[src/rtl/fadd_pkg.sv]
`timescale 1ns / 1ps

package fadd_pkg;

    localparam logic [31:0] QNAN     = 32'h7FC0_0000;
    localparam logic [7:0]  EXP_MAX  = 8'hFF;

    // Operands after the magnitude swap, passed from unpacking to the adder.
    typedef struct packed {
        logic        special;
        logic [31:0] special_val;
        logic        sign_x;
        logic        eff_sub;
        logic        both_sign;
        logic [7:0]  ex;
        logic [26:0] mx;
        logic [26:0] my;
    } t_align;

    // Leading zero count over a 27-bit value, saturating at 27.
    function automatic logic [4:0] lzc27(input logic [26:0] v);
        logic [4:0] n;
        logic       found;
        n = 5'd27;
        found = 1'b0;
        for (int i = 26; i >= 0; i--) begin
            if (!found && v[i]) begin
                n = 5'(26 - i);
                found = 1'b1;
            end
        end
        return n;
    endfunction

endpackage

[src/rtl/fadd_align.sv]
`timescale 1ns / 1ps

module fadd_align
    import fadd_pkg::*;
(
    input  logic [31:0] i_a,
    input  logic [31:0] i_b,
    output t_align      o_al
);

    logic [7:0]  ea, eb, ex, ey, d;
    logic [22:0] fa, fb;
    logic        a_nan, b_nan, a_inf, b_inf, swap;
    logic [31:0] x, y;
    logic [26:0] mx, my, sh, mask;

    always_comb begin
        ea = i_a[30:23];
        eb = i_b[30:23];
        fa = i_a[22:0];
        fb = i_b[22:0];
        a_nan = (ea == EXP_MAX) && (fa != 23'd0);
        b_nan = (eb == EXP_MAX) && (fb != 23'd0);
        a_inf = (ea == EXP_MAX);
        b_inf = (eb == EXP_MAX);

        // Special operands short-circuit the datapath.
        o_al.special = a_inf || b_inf;
        if (a_nan || b_nan || (a_inf && b_inf && (i_a[31] != i_b[31]))) begin
            o_al.special_val = QNAN;
        end else if (a_inf) begin
            o_al.special_val = i_a;
        end else begin
            o_al.special_val = i_b;
        end

        // Larger magnitude goes to x.
        swap = i_a[30:0] < i_b[30:0];
        x = swap ? i_b : i_a;
        y = swap ? i_a : i_b;
        ex = (x[30:23] == 8'd0) ? 8'd1 : x[30:23];
        ey = (y[30:23] == 8'd0) ? 8'd1 : y[30:23];
        mx = {(x[30:23] != 8'd0), x[22:0], 3'b000};
        my = {(y[30:23] != 8'd0), y[22:0], 3'b000};
        d  = ex - ey;

        // Align the smaller significand, folding lost bits into sticky.
        mask = ~(27'h7FF_FFFF << d[4:0]);
        if (d >= 8'd27) begin
            sh = {26'd0, (my != 27'd0)};
        end else begin
            sh = (my >> d[4:0]) | {26'd0, ((my & mask) != 27'd0)};
        end

        o_al.sign_x    = x[31];
        o_al.eff_sub   = i_a[31] != i_b[31];
        o_al.both_sign = i_a[31];
        o_al.ex        = ex;
        o_al.mx        = mx;
        o_al.my        = sh;
    end

endmodule

[src/rtl/fadd_round.sv]
`timescale 1ns / 1ps

module fadd_round
    import fadd_pkg::*;
(
    input  t_align      i_al,
    output logic [31:0] o_sum
);

    logic [27:0] m;
    logic [26:0] mn;
    logic [9:0]  e;
    logic [4:0]  lz, sft;
    logic [2:0]  low;
    logic [24:0] r;

    always_comb begin
        m = i_al.eff_sub ? ({1'b0, i_al.mx} - {1'b0, i_al.my})
                         : ({1'b0, i_al.mx} + {1'b0, i_al.my});
        e = {2'b00, i_al.ex};

        // Normalise: right by one on carry-out, else left limited by exponent.
        lz  = lzc27(m[26:0]);
        sft = lz;
        if (m[27]) begin
            mn = m[27:1] | {26'd0, m[0]};
            e  = e + 10'd1;
        end else begin
            if ({5'd0, lz} > (e - 10'd1)) begin
                sft = 5'(e - 10'd1);
            end
            mn = m[26:0] << sft;
            e  = e - {5'd0, sft};
        end

        // Round to nearest, ties to even.
        low = mn[2:0];
        r = {1'b0, mn[26:3]};
        if (low > 3'd4 || (low == 3'd4 && r[0])) begin
            r = r + 25'd1;
        end
        if (r[24]) begin
            r = r >> 1;
            e = e + 10'd1;
        end

        if (i_al.special) begin
            o_sum = i_al.special_val;
        end else if (m == 28'd0) begin
            o_sum = i_al.eff_sub ? 32'd0 : {i_al.both_sign, 31'd0};
        end else if (e >= 10'd255) begin
            o_sum = {i_al.sign_x, EXP_MAX, 23'd0};
        end else if (!r[23]) begin
            o_sum = {i_al.sign_x, 8'd0, r[22:0]};
        end else begin
            o_sum = {i_al.sign_x, e[7:0], r[22:0]};
        end
    end

endmodule

[src/rtl/float32_adder.sv]
`timescale 1ns / 1ps
// Binary32 adder, round to nearest even.
// A request passes an input register and then a result register before o_valid.
// Throughput: one request per cycle; busy is held low, the receiver cannot stall.
// The critical path is the align shift, 28-bit add and normalising shift.
// Synchronous active-low reset clears the valid pipeline; data are not reset.

module float32_adder
    import fadd_pkg::*;
(
    input  logic        i_clk,
    input  logic        i_rst_n,
    input  logic        start,
    output logic        busy,
    input  logic [31:0] i_a_bits,
    input  logic [31:0] i_b_bits,
    output logic        o_valid,
    output logic [31:0] o_sum_bits
);

    logic        r_v1, r_v2;
    logic [31:0] r_a, r_b, r_sum;
    logic [31:0] n_sum;
    t_align      al;

    assign busy = 1'b0;

    // Request valid pipeline.
    always_ff @(posedge i_clk) begin
        if (!i_rst_n) begin
            r_v1 <= 1'b0;
            r_v2 <= 1'b0;
        end else begin
            r_v1 <= start;
            r_v2 <= r_v1;
        end
    end

    // Operand and result registers.
    always_ff @(posedge i_clk) begin
        if (start) begin
            r_a <= i_a_bits;
            r_b <= i_b_bits;
        end
        r_sum <= n_sum;
    end

    fadd_align u_align (.i_a(r_a), .i_b(r_b), .o_al(al));
    fadd_round u_round (.i_al(al), .o_sum(n_sum));

    assign o_valid    = r_v2;
    assign o_sum_bits = r_sum;

endmodule
[config.mk]
export PLATFORM = sky130hd
export DESIGN_NAME = float32_adder
export DESIGN_NICKNAME = d
export VERILOG_FILES = /design/src/rtl/fadd_pkg.sv /design/src/rtl/fadd_align.sv /design/src/rtl/fadd_round.sv /design/src/rtl/float32_adder.sv
export SDC_FILE = /design/constraint.sdc
export NUM_CORES = 1
export LEC_CHECK = 0
export BUFFER_PORTS_ARGS = -buffer_cell sky130_fd_sc_hd__buf_2
export CORE_ASPECT_RATIO = 1.1
export CORE_MARGIN = 2
export CORE_UTILIZATION = 55
export DETAILED_ROUTE_END_ITERATION = 10
export PLACE_DENSITY = 0.73
export SYNTH_ARGS = -nofsm -noshare
export SYNTH_HDL_FRONTEND = slang
export SYNTH_SLANG_ARGS = --single-unit
[constraint.sdc]
create_clock -name i_clk -period 21 [get_ports i_clk]
set_clock_uncertainty 0.1 [all_clocks]
set_input_delay 4.2 -clock i_clk [delete_from_list [all_inputs] [get_ports i_clk]]
set_output_delay 4.2 -clock i_clk [all_outputs]
set_load 0.05 [all_outputs]
==> qor_table.md <==
| Parameter | Reported | Unit |
|:---|:---|:---|
| Synth Area per Inst | 7.32 | um^2 |
| Count of input and output buffers | 99 | - |
| Met3 GRT Util | 9.23 | % |
| CP Launch Type | flip-flop | - |
| Clock Latency Late Sink | 370 | ps |
| Syn-to-layout area delta | 7.13 | % |
| MaxCap Viol Count | 0 | - |
| Detailed-placement wirelength estimate | 47,900 | um |
| Number of clock buffers inserted by TritonCTS | 9 | - |
| Register area share after synthesis | 17.0 | % |
| GRT overflow | 0 | - |
| Pin count of the biggest net entering global routing | 68 | - |
| Detail Route Antenna Nets | 0 | - |
| Maximum net fanout on the critical path | 67 | - |
| Highest clock frequency the design can meet | 0.0509 | GHz |
| Share of synthesized registers carrying an async set or reset | 0 | % |
| Number of vias per cell after detailed routing | 7.16 | - |
| Clock slew at reported path FFs | 80 | ps |
| Share of post-route cells with drive strength above 1 | 10.6 | % |
| Main synth FF type | edfxtp_1 | - |
| Synthesized net count | 2,264 | - |
| Die width | 163 | um |
| Leakage power figure | 6.87 | nW |
| Die outline area | 29,200 | um^2 |
| Delay of the slowest cell on the worst path | 830 | ps |
| Routed vias | 17.8k | - |
| Power Total | 2.61 | mW |
| Global Route met2 Usage | 66.0 | % |
| Drt drc | 0 | - |
| Flip-flop and latch count after synthesis | 98 | - |
| Most area-consuming cells after synthesis | edfxtp_1, ha_1, nand2_1 | - |
| Class of the tightest hold or removal check | flip-flop to flip-flop | - |
| Type of destination of the critical path | flip-flop | - |
| Vertical die dimension | 179 | um |
| Floorplan Core Area | 27,600 | um^2 |
| Run status | finished, final reports clean | - |
| Cell taking the most area after synthesis | edfxtp_1 | - |
| Clock net sink count | 98 | - |
| Post-CTS setup buffer count | 0 | - |
| Sum of negative setup slack | 0 | ps |
| # nets final | 2,289 | - |
| Last weighted congestion value of the routability-driven placer | 1.08 | - |
| Post-route minimum period | 19,660 | ps |
| WP data required | 21,150 | ps |
| Resize count post-CTS | 0 | - |
| Number of warnings issued by yosys | 0 | - |
| RSZ-0062 raised after global routing | false | - |
| Antenna diode count | 0 | - |
| Number of slew-limit violations in the final report | 0 | - |
| Final WL | 60,900 | um |
| Register cell area after layout | 2600 | um^2 |
| Power per unit of standard cell area | 159 | nW/um^2 |
| Endpoints failing hold | 0 | - |
| Critical path's slowest cell | xnor2_2 | - |
| CTS HTree Levels | 3 | - |
| Max_slew headroom | 25.6 | % |
| Final period utilization | 93.6 | % |
| Area taken by multi-input logic gates | 11,900 | um^2 |
| Via count of the first global-routing pass | 16.4k | - |
| Cell Rows | 64 | - |
| TritonCTS clock tree | yes | - |
| Mean routed wirelength per cell | 24.5 | um |
| Area of the mapped netlist | 15,300 | um^2 |
| Kind of critical path | flip-flop to flip-flop | - |
| Buffer depth of the longest clock path | 2 | - |
| Final instance area | 16,400 | um^2 |
| Total of hold buffers inserted after clock tree synthesis | 0 | - |
| Starting Density | 55.4 | % |
| Instance count of the mapped netlist | 2,093 | - |
| Slew @ Worst Pin | 1110 | ps |
| Final Hold Slack | 356 | ps |
| Clock root buffer | clkbuf_16 | - |
| Busiest grt layer | met2 | - |
| Top Ports | 101 | - |
| Post-Place Cell Area | 16,100 | um^2 |
| EDFF count, synth | 64 | - |
| Combined global-route utilization of all metal layers | 41.2 | % |
| Most frequent CP cell | buf_4 | - |
| Arrival @ worst endpoint | 19,810 | ps |
| Initial detailed-routing violation count | 2,768 | - |
| Number of distinct library cells after synthesis | 102 | - |
| First-pass detailed-route iteration total | 8 | - |
| Wire length of the first global-routing pass | 93,500 | um |
| Setup Viol. Count Final | 0 | - |
| Peak ir drop on the vdd network | 107 | uV |
| Antenna violations before repair | 0 | - |
| Filler cell count | 2,642 | - |
| Met1 usage | 51.0 | % |
| Yosys top cell area share | 12.5 | % |
cell families (layout without fill, tap and decap cells):
| logic type | after synthesis | in the layout | share of synthesized area, % |
|---|---|---|---|
| AO/OA/AOI/OAI | 679 | 679 | 30.4 |
| multiplexers | 120 | 120 | 9.08 |
| adder cells (fa/ha/maj) | 104 | 104 | 8.64 |
| XOR/XNOR | 61 | 61 | 3.49 |
| AND/OR/NAND/NOR | 797 | 797 | 25.4 |
| buffers and inverters | 233 | 263 | 6.00 |
| other | 1 | 1 | 0.0245 |
| flip-flops | 98 | 98 | 17.0 |
power breakdown:
group          internal, mW  switching, mW  total [mW]  leakage (nW)
Sequential            0.253         0.0267       0.280         0.913
Combinational         0.688           1.46        2.15          5.81
Clock                0.0961         0.0864       0.183         0.155
Yosys cell counts (14+ instances only):
cell type	count
buf_1	14
and3_1	27
o31ai_1	16
nand2_1	240
o21bai_1	15
dfxtp_1	34
nand4_1	37
o22ai_1	29
ha_1	101
a31oi_1	22
a22oi_1	15
clkbuf_1	81
or3_1	18
xnor2_1	41
nor2b_1	21
nor4_1	25
nand3_1	59
a311oi_1	17
nor2_1	199
nand2b_1	26
mux2i_1	88
nor3_1	63
inv_1	112
a211o_1	19
o21ai_0	122
a21o_1	27
a21oi_1	168
xor2_1	20
and2_1	20
edfxtp_1	64
o211ai_1	33
mux2_2	18
a211oi_1	38
critical path, delay by kind of cell, from the launching register on:
kind	cells	cell delay, ps
buf+inv	9	2340
fa+ha+maj	6	1990
xor+xnor	1	830
compound gates	24	7020
simple gates	21	6720
flops	1	490
through the flow:
step                util [%]  setup WS [ps]  std cells
floorplan                  -           4530       2093
global placement        58.2           2420       2470
detailed placement      58.2           2060       2470
CTS                     59.4           1990       2486
global route            59.4            281       2486
finish                  59.4           1340       2486
routing by layer:
metal	vias up	share of wire [%]
li1	7974	-
met1	8268	38
met2	1274	44
met3	288	11
met4	0	7.0
met5	-	0
final timing paths:
path,start,endpoint,slack (ps),depth (start not counted)
min,r_v1,o_valid,360,1
max reg2reg,r_b[18],o_sum_bits[0],1340,61
max,r_b[18],o_sum_bits[0],1340,61
min reg2reg,r_v1,o_valid,360,1
placed cells by master, fill, tap and decap left out, drive strengths merged, types with 14 or more instances in the layout:
| master | Yosys | routed |
|---|---|---|
| a2111oi | 14 | 14 |
| a211o | 19 | 19 |
| a211oi | 39 | 39 |
| a21o | 27 | 27 |
| a21oi | 169 | 169 |
| a22oi | 15 | 15 |
| a311oi | 17 | 17 |
| a31oi | 22 | 22 |
| and2 | 20 | 20 |
| and3 | 27 | 27 |
| buf | 34 | 130 |
| dfxtp | 34 | 34 |
| edfxtp | 64 | 64 |
| ha | 101 | 101 |
| inv | 115 | 119 |
| mux2 | 18 | 18 |
| mux2i | 89 | 89 |
| nand2 | 241 | 241 |
| nand2b | 26 | 26 |
| nand3 | 59 | 59 |
| nand4 | 37 | 37 |
| nor2 | 199 | 199 |
| nor2b | 21 | 21 |
| nor3 | 64 | 64 |
| nor4 | 29 | 29 |
| o211ai | 33 | 33 |
| o21ai | 123 | 123 |
| o21bai | 15 | 15 |
| o22ai | 29 | 29 |
| o31ai | 18 | 18 |
| or3 | 19 | 19 |
| xnor2 | 41 | 41 |
| xor2 | 20 | 20 |
state kept, by name (all words and copies together) (netlist names):
register,flops
o_sum_bits,32
o_valid,1
r_a,32
r_b,32
r_v1,1
cell type report:
type / count / share of cell area, %
Multi-Input combinational cell: 1762 / 72.3
Sequential cell: 98 / 15.9
Timing Repair Buffer: 130 / 4.44
Tap cell: 363 / 2.77
Inverter: 117 / 2.68
Clock buffer: 9 / 1.37
Clock inverter: 7 / 0.572
(Power assumes the default switching activity.)
